**config.mk**
```make
export PLATFORM = sky130hd
export DESIGN_NAME = bplc_cell
export DESIGN_NICKNAME = d
export VERILOG_FILES = /design/src/rtl/bplc_pkg.sv /design/src/rtl/bplc_cell.sv
export SDC_FILE = /design/constraint.sdc
export NUM_CORES = 1
export LEC_CHECK = 0
export BUFFER_PORTS_ARGS = -buffer_cell sky130_fd_sc_hd__buf_2
export CAP_MARGIN = 20
export CELL_PAD_IN_SITES_DETAIL_PLACEMENT = 1
export CELL_PAD_IN_SITES_GLOBAL_PLACEMENT = 2
export CORE_MARGIN = 2
export CORE_UTILIZATION = 22
export DETAILED_ROUTE_END_ITERATION = 16
export PLACE_DENSITY_LB_ADDON = 0.2
export SETUP_SLACK_MARGIN = 0.15
export SYNTH_ARGS = -nofsm -noshare
export SYNTH_HDL_FRONTEND = slang
export SYNTH_SLANG_ARGS = --single-unit
```
**constraint.sdc**
```tcl
create_clock -name clk -period 4.32 [get_ports clk]
set_input_delay 0.864 -clock clk [delete_from_list [all_inputs] [get_ports clk]]
set_output_delay 0.864 -clock clk [all_outputs]
set_load 0.01 [all_outputs]
```
**src/rtl/bplc_pkg.sv**
```systemverilog
`default_nettype none
package bplc_pkg;

  localparam int DEPTH = 64;
  localparam int IDX_W = (DEPTH > 1) ? $clog2(DEPTH) : 1;
  localparam int CNT_W = $clog2(DEPTH + 1);
  // Common width for comparing counts, positions and the capacity register.
  localparam int CMP_W = (CNT_W > 7) ? CNT_W : 7;
  localparam int VAL_W = 32;
  localparam logic [6:0] CAP_RESET = 7'd64;

  typedef enum logic [2:0] {
    FN_INS_HEAD = 3'd0,
    FN_INS_TAIL = 3'd1,
    FN_INS_AT   = 3'd2,
    FN_REM_HEAD = 3'd3,
    FN_REM_TAIL = 3'd4,
    FN_REM_AT   = 3'd5,
    FN_SEARCH   = 3'd6
  } bplc_func_e;

  typedef enum logic [1:0] {
    ST_DONE  = 2'd0,
    ST_FULL  = 2'd1,
    ST_EMPTY = 2'd2,
    ST_RANGE = 2'd3
  } bplc_status_e;

  typedef enum logic [1:0] {
    S_IDLE,
    S_EXEC,
    S_SEARCH,
    S_RESP
  } bplc_state_e;

  typedef struct packed {
    logic [2:0]        func;
    logic signed [31:0] value;
    logic [5:0]        position;
  } bplc_in_t;

  typedef struct packed {
    logic signed [31:0] removed_value;
    logic [5:0]        found_position;
    logic [1:0]        status;
    logic [6:0]        entry_count;
  } bplc_out_t;

  // Command broadcast from the controller to every cell.
  typedef struct packed {
    logic              ins;
    logic              rem;
    logic              cmp;
    logic [IDX_W-1:0]  pos;
    logic [VAL_W-1:0]  value;
    logic [CNT_W-1:0]  count;
  } bplc_cmd_t;

endpackage
`default_nettype wire

```
**src/rtl/bplc_cell.sv**
```systemverilog
`default_nettype none
module bplc_cell
  import bplc_pkg::*;
(
  input  wire logic             clk,
  input  wire bplc_cmd_t        cmd,
  input  wire logic [IDX_W-1:0] cell_idx,
  input  wire logic [VAL_W-1:0] left_val,
  input  wire logic [VAL_W-1:0] right_val,
  output logic      [VAL_W-1:0] val_o,
  output logic      [VAL_W-1:0] sel_o,
  output logic                  match_o
);

  logic [VAL_W-1:0] val_r, val_nxt;
  logic             match_r;
  logic             at_pos, above_pos, in_list;

  assign at_pos    = (cell_idx == cmd.pos);
  assign above_pos = (cell_idx > cmd.pos);
  assign in_list   = (CMP_W'(cell_idx) < CMP_W'(cmd.count));

  always_comb begin
    val_nxt = val_r;
    if (cmd.ins) begin
      if (at_pos) begin
        val_nxt = cmd.value;
      end else if (above_pos) begin
        val_nxt = left_val;
      end
    end else if (cmd.rem) begin
      if (at_pos || above_pos) begin
        val_nxt = right_val;
      end
    end
  end

  always_ff @(posedge clk) begin
    val_r <= val_nxt;
    if (cmd.cmp) begin
      match_r <= in_list && (val_r == cmd.value);
    end
  end

  assign val_o   = val_r;
  assign sel_o   = at_pos ? val_r : '0;
  assign match_o = match_r;

endmodule
`default_nettype wire

```
==> results_dict.tcl <==
set metrics [dict create \
    insertion_delay_ns 0.27 \
    drive_above_1_share 0.450 \
    netlist_area_um2 2550 \
    start_util 0.224 \
    power.internal_uw 747 \
    dp.final_hpwl_mm 7.31 \
    tns_ns 0 \
    arrival_ns 2.56 \
    synth-edff-count 33 \
    clock_skew_ns 0.00326 \
    syn_nets 388 \
    rows 39 \
    worstSetupEndpointType "output pin" \
    ys_seq_elements 33 \
    portBuffers 183 \
    async_flop_share 0 \
    root_buffer "clkbuf_16" \
    yosysUniqueCellTypes 22 \
    synth-main-ff-cell "edfxtp_1" \
    ys_warn_count 0 \
    relSlewSlack 0.576 \
    slowest_stage "nor2_8" \
    drtAntennaViolNets 0 \
    synthTopCellsByCount "a21oi_1 (37), nor2_1 (35), edfxtp_1 (33)" \
    critPathKind "primary input to output pin" \
    setup_viol 0 \
    ctsHtreeMaxLevel 2 \
    cts.sinks 33 \
    leakagePower_uw 0.00180 \
    synth_area_leaders "edfxtp_1 (39%), mux2i_1 (13%), xor2_1 (11%), and2_1 (7.8%), a21oi_1 (7.3%)" \
    diodes 0 \
    grt_max_degree 65 \
    grt_first_pass_wirelength_mm 13.7 \
    num_vias 2499 \
    fin_crit_ns 3.42 \
    crit_path_start_kind "primary input" \
    drc_errors 0 \
    antenna_found_initial 1 \
    gr-total-overflow 0 \
    pwr-share-clk 0.315 \
    crit_required_ns 3.46 \
    hold_depth 1 \
    cts_buffer_depth 2 \
    r2r_cells 4 \
    cpMostUsedCell "buf_2" \
    place_inst 577 \
    p_comb_frac 0.263 \
    postCtsHoldBufs 0 \
    power_density_nw_per_um2 287 \
    die_x_um 112 \
    seq_power_share 0.422 \
    ir_worst_vdd_uv 160 \
    cts.clk_slew.worst_paths_ns 0.05 \
    period_share 0.792 \
    nets 571 \
    yosysMostFrequentCell "a21oi_1" \
    die_h_um 112 \
    r2r_setup_slack_ns 2.70 \
    yosysSeqAreaShare 0.388 \
    final_cells 583 \
    wire_per_inst_um 15.2 \
    cts_resized 0 \
    rsz0062_at_grt "false" \
    crit_fanout 35 \
    dieArea_um2 12500 \
    routed_wl_mm 8.89 \
    cts_tree "built" \
    avgSynthCellArea_um2 9.89 \
    swShare 0.302 \
    hold_path_class "primary input to flip-flop" \
    max_freq_mhz 292 \
    grt_usage 0.139 \
    cts_setup_buffers 0 \
    worstMarginPinSlew_ns 0.636 \
    ios 184 \
    grt_pass1_vias 2623 \
    hold_viol 0 \
    areaGrowthSynthToFinish_pct 46.4 \
    slowest_delay_ns 0.50 \
    coreArea_um2 11400 \
    numCtsBuffers 5 \
    syn_inst 258 \
    switchingPower_uw 324 \
    hold_slack_ns 0.790 \
    drv_cap 0 \
    path_cells "buf_2, ha_1, nand4_4, nor2_8, buf_4, and2_1, buf_2" \
    dr.pass1.iters 4 \
    yosysTopAreaCellShare 0.388 \
    finalWeightedCongestion 0.747 \
    drv_slew 0 \
    status "completed" \
    yosysTopAreaCell "edfxtp_1" \
    dr.first_iter.drc_count 63 \
    avgViaCountPerCell 4.29 \
]
worst paths after layout:
path	startpoint	endpoint
worst max-delay path	cell_idx[5]	sel_o[19]
worst min-delay path	cmd[45]	match_o
worst max register to register	val_o[2]	match_o
worst min register to register	val_o[26]	match_o
power by group through the flow:
stage / logic (µW) / clock network (µW) / registers, µW
after global placement: 288 / 0 / 456
after detailed placement: 288 / 0 / 459
after floorplan: 117 / 0 / 473
after CTS: 290 / 348 / 453
final: 282 / 337 / 451
after global routing: 314 / 358 / 459
area by class of cell:
type / count / area, µm²
Sequential cell: 33 / 991
Tap cell: 143 / 179
Inverter: 11 / 41.3
Clock buffer: 5 / 125
Timing Repair Buffer: 189 / 961
Fill cell: 1399 / 7630
Clock inverter: 1 / 5.00
Multi-Input combinational cell: 201 / 1430
critical path, delay by kind of cell:
kind / cells / cell delay [ns]
AND/OR/NAND/NOR: 3 / 0.80
buffers and inverters: 3 / 0.54
adder cells (fa/ha/maj): 1 / 0.33
per-stage QoR:
step	power, µW	utilization	worst slack (ns)	area, µm²
3_3_place_gp	744	0.317	0.902	3600
6_report	1070	0.328	0.900	3730
2_1_floorplan	590	-	0.772	2550
4_1_cts	1090	0.328	0.857	3730
5_1_grt	1130	0.328	0.732	3730
3_5_place_dp	747	0.317	0.846	3600
routing by layer:
metal  GRT usage  vias up  part of all wire  wire length [µm]
li1            -     1266                 -                 -
met1       0.182     1127              0.45              3970
met2       0.233      100              0.47              4190
met3      0.0392        4             0.075               669
met4      0.0247        2            0.0052                46
met5           0        -            0.0012                11
state kept, by name, indices dropped and copies added, names as in the netlist:
name,cells
match_o,1
val_o,32
cells in the final DEF (no fill, tap or decap), types with 6 or more instances in the layout:
cell type	n
edfxtp_1	33
nor2_1	35
ha_1	11
inv_1	11
nor4_1	8
xor2_1	32
mux2i_1	32
a21oi_1	36
buf_4	6
and2_1	32
buf_2	183
kinds of logic after synthesis:
kind of cell / share of synthesized area
flops: 0.388
simple gates: 0.185
fa+ha+maj: 0.0539
mux: 0.126
buf+inv: 0.0544
compound gates: 0.0829
xor+xnor: 0.110
No activity file was read; power rests on OpenSTA's default activity.
