`config.mk`:
```
export PLATFORM = sky130hd
export DESIGN_NAME = bplc_find
export DESIGN_NICKNAME = d
export VERILOG_FILES = /design/src/rtl/bplc_pkg.sv /design/src/rtl/bplc_find.sv
export SDC_FILE = /design/constraint.sdc
export NUM_CORES = 1
export LEC_CHECK = 0
export ABC_AREA = 1
export ABC_CLOCK_PERIOD_IN_PS = 4500
export CAP_MARGIN = 20
export CORE_MARGIN = 1
export CORE_UTILIZATION = 25
export DETAILED_ROUTE_END_ITERATION = 12
export DONT_BUFFER_PORTS = 1
export GPL_TIMING_DRIVEN = 0
export PLACE_DENSITY_LB_ADDON = 0.25
export SETUP_SLACK_MARGIN = 0.5
export SKIP_LAST_GASP = 1
export SLEW_MARGIN = 20
export SYNTH_ARGS = -nofsm -noshare
export SYNTH_HDL_FRONTEND = slang
export SYNTH_SLANG_ARGS = --single-unit
```
`constraint.sdc`:
```
create_clock -name vclk -period 4.5
set_clock_uncertainty 0.1 [all_clocks]
set_input_delay 0.675 -clock vclk [all_inputs]
set_output_delay 0.675 -clock vclk [all_outputs]
set_load 0.03 [all_outputs]
```
`src/rtl/bplc_pkg.sv`:
```
`default_nettype none
package bplc_pkg;

  localparam int DEPTH = 64;
  localparam int IDX_W = (DEPTH > 1) ? $clog2(DEPTH) : 1;
  localparam int CNT_W = $clog2(DEPTH + 1);
  // Common width for comparing counts, positions and the capacity register.
  localparam int CMP_W = (CNT_W > 7) ? CNT_W : 7;
  localparam int VAL_W = 32;
  localparam logic [6:0] CAP_RESET = 7'd64;

  typedef enum logic [2:0] {
    FN_INS_HEAD = 3'd0,
    FN_INS_TAIL = 3'd1,
    FN_INS_AT   = 3'd2,
    FN_REM_HEAD = 3'd3,
    FN_REM_TAIL = 3'd4,
    FN_REM_AT   = 3'd5,
    FN_SEARCH   = 3'd6
  } bplc_func_e;

  typedef enum logic [1:0] {
    ST_DONE  = 2'd0,
    ST_FULL  = 2'd1,
    ST_EMPTY = 2'd2,
    ST_RANGE = 2'd3
  } bplc_status_e;

  typedef enum logic [1:0] {
    S_IDLE,
    S_EXEC,
    S_SEARCH,
    S_RESP
  } bplc_state_e;

  typedef struct packed {
    logic [2:0]        func;
    logic signed [31:0] value;
    logic [5:0]        position;
  } bplc_in_t;

  typedef struct packed {
    logic signed [31:0] removed_value;
    logic [5:0]        found_position;
    logic [1:0]        status;
    logic [6:0]        entry_count;
  } bplc_out_t;

  // Command broadcast from the controller to every cell.
  typedef struct packed {
    logic              ins;
    logic              rem;
    logic              cmp;
    logic [IDX_W-1:0]  pos;
    logic [VAL_W-1:0]  value;
    logic [CNT_W-1:0]  count;
  } bplc_cmd_t;

endpackage
`default_nettype wire

```
`src/rtl/bplc_find.sv`:
```
`default_nettype none
module bplc_find
  import bplc_pkg::*;
(
  input  wire logic [DEPTH-1:0] match,
  output logic                  hit,
  output logic      [IDX_W-1:0] first_idx
);

  always_comb begin
    first_idx = '0;
    for (int i = DEPTH - 1; i >= 0; i--) begin
      if (match[i]) begin
        first_idx = IDX_W'(i);
      end
    end
  end

  assign hit = |match;

endmodule
`default_nettype wire

```
==> impl_metrics.tcl, run 1 <==
set metrics [dict create \
    finalWorstSetupSlack_ps -58.4 \
    nClkBuffers 0 \
    grt_start_max_net_pins 4 \
    cpMaxStageDelayCell "a21oi_4" \
    path_buf_inv 1 \
    rsz0062_at_grt "yes" \
    cp_slowest_stage_delay_ps 260 \
    period_minus_slack_ps 4560 \
    drive_gt1_share_pct 5.53 \
    synth_xor_area_share_pct 0 \
    vias 1131 \
    synth_top_family_by_area "simple AND/OR/NAND/NOR gates" \
    dieWidth_microns 66.0 \
    cp_common_cell "nand2_1" \
    p_leak_nw 0.716 \
    avgViaCountPerCell 4.00 \
    fin_crit_sh_pct 101 \
    placement.cell_area_sq_um 1090 \
    grt_pass1_wl_microns 3640 \
    syn-instance-count 235 \
    hold_path_class "in2out" \
    power.total_mw 0.0641 \
    max_cap_viol_count 0 \
    cp.required_ps 3720 \
    hold_viol 0 \
    gp_congestion 0.637 \
    max_slew_margin_pct 29.2 \
    fill_cells 482 \
    outcome "finished with violations" \
    die_area_sq_um 4360 \
    drcViolationCount 0 \
    syn_nets 299 \
    dp_cells 283 \
    start_kind "input pin" \
    postCtsSetupBuffers 0 \
    core_sq_um 3800 \
    layout.area.seq_sq_um 0 \
    seq_area_frac_synth_pct 0 \
    synth_top_area_share_pct 36.6 \
    netlist.top_cell.by_area "nand2_1" \
    worstMarginPinSlew_ps 1050 \
    pre_cts_ws_ps -126 \
    yosysWarnings 0 \
    overflow 0 \
    port_buffers 0 \
    ys_types 16 \
    seq_cells 0 \
    path_class "in2out" \
    wl_per_cell_microns 7.62 \
    dp_hpwl_microns 2060 \
    irDropWorstVdd_uv 12.8 \
    die_height_microns 66.0 \
    grt_pass1_vias 1007 \
    ant_nets 0 \
    yosys.area_share.simple_pct 57.9 \
    ioPinCount 71 \
    area_growth_syn_to_layout_pct 7.33 \
    synth_fa_ha_area_share_pct 0 \
    holdCritStartpoint "match[0]" \
    grt_usage_pct 9.94 \
    power_density_nw_per_um2 58.3 \
    arrival_ps 3780 \
    design_area_sq_um 1100 \
    syn-cell-area_sq_um 1020 \
    cp_max_fo 2 \
    synth_area_leaders "nand2_1, inv_1, nor2_1" \
    finalHoldWorstSlack_ps 1290 \
    antenna_found_initial 0 \
    setup_viol 1 \
    endpoint_kind "output pin" \
    drv_slew 0 \
    violations "setup timing" \
    fin_cells 283 \
    final_nets 301 \
    max_freq_ghz 0.219 \
    crit_family "simple AND/OR/NAND/NOR gates" \
    n_antenna_cell 0 \
    synthMuxAreaShare_pct 0 \
    start_util_pct 27.0 \
    drtIter0Drc 23 \
    synth_compound_area_share_pct 7.45 \
    syn_area_per_cell_sq_um 4.36 \
    drt-total-wl_microns 2160 \
    final_util_pct 29.0 \
    first_pass_iters 4 \
    startpoint "match[62]" \
    fp-row-count 22 \
    finalSetupTns_ps -58.4 \
]
## Yosys cell counts
library cell    n
nand2_1       100
a311oi_1        1
nand3_1         6
a21oi_2         1
bufinv_8        7
a21oi_1         4
nor2_1         44
inv_1          59
inv_2           3
nor3_1          2
o21ai_0         2
nor4_1          2
a31oi_1         1
o31ai_1         1
o21bai_1        1
a211oi_1        1
## final timing paths
kind	cells after the start	endpoint	slack, ps
setup / recovery	63	first_idx[0]	-60
hold / removal	1	first_idx[0]	1290
## kinds of logic (layout without fill, tap and decap cells)
kind of cell | count (synthesis) | after routing
AOI/OAI and AO/OA | 12 | 12
buffers and inverters | 69 | 69
and+or+nand+nor | 154 | 154
## cell usage in the layout, fill, tap and decap left out, drive strengths merged
master and instances:
inv 62, nand3 6, o21bai 1, o31ai 1, nor2 44, nor3 2
nand2 100, a31oi 1, o21ai 2, nor4 2, a21oi 5, bufinv 7
a311oi 1, a211oi 1
## repair_timing
item	4_1_cts	5_1_grt
hold buffers	0	0
endpoints found under the setup margin	2	2
pin swaps	0	1
gates resized for setup	0	2
## report_power, final
part | switching (mW) | internal [mW] | leakage (nW)
Sequential | 0 | 0 | 0
Clock | 0 | 0 | 0
Combinational | 0.0322 | 0.0319 | 0.716
## per-layer routing
metal	up-vias	track usage [%]	wire, microns
met5	-	0	0
met4	0	0.532	0
met3	0	0.690	222
met2	41	18.1	933
met1	425	13.2	1000
li1	665	-	-
## cell type report
type,instances,area (sq um),share of cell area (%)
multi-input cells,166,684,62.2
inverters,69,355,32.3
well taps,48,60.1,5.46
Note: power is estimated with default switching activity, not from simulation.
==> run 2: changes to the inputs <==
- BUFFER_PORTS_ARGS: default -> -buffer_cell sky130_fd_sc_hd__buf_2
- DONT_BUFFER_PORTS: 1 -> default
==> impl_metrics.tcl, run 2 (same netlist as run 1, synthesis figures left out) <==
set metrics [dict create \
    gr-usage-met3_pct 0.517 \
    finalWorstSetupSlack_ps -156 \
    grt_use_met2_pct 19.4 \
    ioPinCount 71 \
    outcome "finished with violations" \
    path_class "in2out" \
    drtIter0Drc 26 \
    irDropWorstVdd_uv 23.2 \
    start_util_pct 27.0 \
    rsz0062_at_grt "yes" \
    finalSetupTns_ps -156 \
    arrival_ps 3880 \
    use_met1_pct 14.6 \
    layout.cells.most_common "nand2_1" \
    worstMarginPinSlew_ps 455 \
    cp_common_cell "nand2_1" \
    hold_buffers 0 \
    nClkBuffers 0 \
    final_util_pct 39.2 \
    fin_cells 354 \
    overflow 0 \
    p_leak_nw 1.01 \
    fill_cells 459 \
    hold_path_class "in2out" \
    finalHoldWorstSlack_ps 1550 \
    cp.required_ps 3720 \
    core_sq_um 3800 \
    grt_start_max_net_pins 4 \
    layout_common_cells "nand2_1, buf_2, inv_1" \
    max_slew_margin_pct 69.4 \
    dieWidth_microns 66.0 \
    drt-total-wl_microns 2340 \
    seq_cells 0 \
    die_height_microns 66.0 \
    max_freq_ghz 0.215 \
    power_density_nw_per_um2 69.2 \
    setup_viol 1 \
    die_area_sq_um 4360 \
    busiest_layer "met2" \
    drive_gt1_share_pct 28.8 \
    cp_max_fo 2 \
    start_kind "input pin" \
    grt_pass1_vias 1102 \
    gp_congestion 0.668 \
    antenna_found_initial 0 \
    ant_nets 0 \
    pre_cts_ws_ps -279 \
    dp_cells 354 \
    hold_viol 0 \
    fin_crit_sh_pct 103 \
    period_minus_slack_ps 4660 \
    drv_slew 0 \
    grt_pass1_wl_microns 3970 \
    dp_hpwl_microns 2180 \
    first_pass_iters 4 \
    fp-row-count 22 \
    drcViolationCount 0 \
    max_cap_viol_count 0 \
    layout.area.seq_sq_um 0 \
    cpMaxStageDelayCell "buf_6" \
    endpoint_kind "output pin" \
    avgViaCountPerCell 3.82 \
    cp_slowest_stage_delay_ps 140 \
    port_buffers 71 \
    n_antenna_cell 0 \
    final_nets 372 \
    violations "setup timing" \
    grt_usage_pct 10.7 \
    min_path_cells 3 \
    vias 1352 \
    area_growth_syn_to_layout_pct 45.3 \
    postCtsSetupBuffers 0 \
    wl_per_cell_microns 6.60 \
]
==> run 2: cell count changes in the layout (fill, tap and decap cells not counted), sizes merged <==
cell | previous run | this run
buf | 0 | 71
==> run 2: report_power, final <==
group	switching, mW	internal, mW	total, mW
Combinational	0.0490	0.0540	0.103
Sequential	0	0	0
Clock	0	0	0
==> run 2: worst paths after layout <==
kind           end       from
min   first_idx[0]   match[0]
max   first_idx[0]  match[62]
==> run 2: per-layer routing <==
metal	up-vias	wire length (microns)
met4	0	0
li1	809	-
met1	501	1210
met3	0	153
met5	-	0
met2	42	969
==> run 2: area by class of cell <==
class | count | area (sq um) | area share (%)
multi-input cells | 166 | 697 | 46.8
inverters | 69 | 355 | 23.9
repair buffers | 71 | 377 | 25.3
well taps | 48 | 60.1 | 4.03
==> run 2: repair_timing <==
action,4_1_cts,5_1_grt
pin swaps,0,6
setup endpoints to repair,1,2
resized for setup,3,9
==> run 2: worst max-delay path, delay by kind of cell <==
| kind | cells | cell delay, ps |
|---|---|---|
| simple gates | 61 | 2830 |
| buf+inv | 3 | 270 |
| compound gates | 1 | 120 |
==> run 2: through the flow <==
| stage | power, mW | instance area [sq um] |
|---|---|---|
| floorplan | 0.0576 | 1030 |
| global placement | 0.0987 | 1450 |
| detailed placement | 0.0994 | 1450 |
| CTS | 0.101 | 1460 |
| global route | 0.119 | 1490 |
| finish | 0.103 | 1490 |
==> run 3: changes to the inputs <==
- TNS_END_PERCENT: default -> 50
==> impl_metrics.tcl, run 3 (same netlist as run 1, synthesis figures left out) <==
set metrics [dict create \
    fin_crit_sh_pct 104 \
    antenna_found_initial 0 \
    area_growth_syn_to_layout_pct 42.1 \
    drive_gt1_share_pct 27.1 \
    drt-total-wl_microns 2300 \
    max_freq_ghz 0.215 \
    min_path_cells 3 \
    grt_start_max_net_pins 4 \
    overflow 0 \
    grt_pass1_wl_microns 3970 \
    core_sq_um 3800 \
    die_area_sq_um 4360 \
    gp_congestion 0.668 \
    setup_viol 1 \
    power.total_mw 0.0994 \
    design_area_sq_um 1460 \
    vias 1353 \
    startpoint "match[62]" \
    max_slew_margin_pct 69.4 \
    layout.area.seq_sq_um 0 \
    cpMaxStageDelayCell "buf_6" \
    grt_usage_pct 10.7 \
    port_buffers 71 \
    arrival_ps 3890 \
    path_class "in2out" \
    drcViolationCount 0 \
    worstMarginPinSlew_ps 455 \
    drtIter0Drc 21 \
    period_minus_slack_ps 4660 \
    dp_cells 354 \
    fin_cells 354 \
    hold_path_class "in2out" \
    hold_viol 0 \
    cp_num_cells 65 \
    cp_common_cell "nand2_1" \
    finalHoldWorstSlack_ps 1540 \
    power_density_nw_per_um2 68.2 \
    die_height_microns 66.0 \
    n_antenna_cell 0 \
    start_util_pct 27.0 \
    endpoint_kind "output pin" \
    dp_hpwl_microns 2180 \
    cp.required_ps 3720 \
    finalSetupTns_ps -161 \
    start_kind "input pin" \
    outcome "finished with violations" \
    nClkBuffers 0 \
    cp_max_fo 2 \
    crit_family "simple AND/OR/NAND/NOR gates" \
    ioPinCount 71 \
    path_buf_inv 3 \
    rsz0062_at_grt "yes" \
    seq_cells 0 \
    postCtsSetupBuffers 0 \
    p_leak_nw 1.00 \
    layout_common_cells "nand2_1, buf_2, inv_1" \
    violations "setup timing" \
    first_pass_iters 4 \
    ant_nets 0 \
    max_cap_viol_count 0 \
    placement.cell_area_sq_um 1450 \
    final_nets 372 \
    irDropWorstVdd_uv 23.1 \
    cp_slowest_stage_delay_ps 140 \
    fill_cells 464 \
    dieWidth_microns 66.0 \
    layout.cells.most_common "nand2_1" \
    grt_pass1_vias 1102 \
    cp-endpoint "first_idx[0]" \
    drv_slew 0 \
    finalWorstSetupSlack_ps -161 \
    avgViaCountPerCell 3.82 \
    wl_per_cell_microns 6.49 \
    fp-row-count 22 \
]
==> run 3: tightest hold or removal path, stage by stage <==
cell	delay, ps
buf_2	120
a21oi_4	40
buf_6	130
==> run 3: how the worst min path moves through the flow <==
stage	end	slack, ps	from
finish	first_idx[0]	1540	match[0]
floorplan	first_idx[0]	1290	match[0]
global route	first_idx[0]	1560	match[0]
detailed placement	first_idx[0]	1570	match[0]
CTS	first_idx[0]	1540	match[0]
global placement	first_idx[1]	1570	match[1]
==> run 3: final cells by class <==
| type | count | area, sq um | area share [%] |
|---|---|---|---|
| Multi-Input combinational cell | 166 | 679 | 46.6 |
| Timing Repair Buffer | 71 | 362 | 24.8 |
| Inverter | 69 | 355 | 24.4 |
| Tap cell | 48 | 60.1 | 4.12 |
==> run 3: layer usage <==
metal  vias up  share of wire, %  track usage (%)
li1        807                 -                -
met1       502                51             14.6
met2        44                41             19.4
met3         0               7.6            0.517
met4         0                 0                0
met5         -                 0                0
==> run 3: what timing repair did <==
| item | in CTS | in global routing |
|---|---|---|
| pin swaps | 0 | 0 |
| hold buffers | 0 | 0 |
| gates resized for setup | 3 | 0 |
| endpoints found under the setup margin | 1 | 2 |
==> run 3: where the power goes <==
part | internal (mW) | switching, mW
Clock | 0 | 0
Sequential | 0 | 0
Combinational | 0.0519 | 0.0474
Total | 0.0519 | 0.0474
==> run 3: stage by stage <==
step,util (%),setup slack [ps]
after detailed placement,38.1,-279
after floorplan,-,213
after global routing,38.3,-742
after global placement,38.1,-280
after CTS,38.3,-227
final,38.3,-161
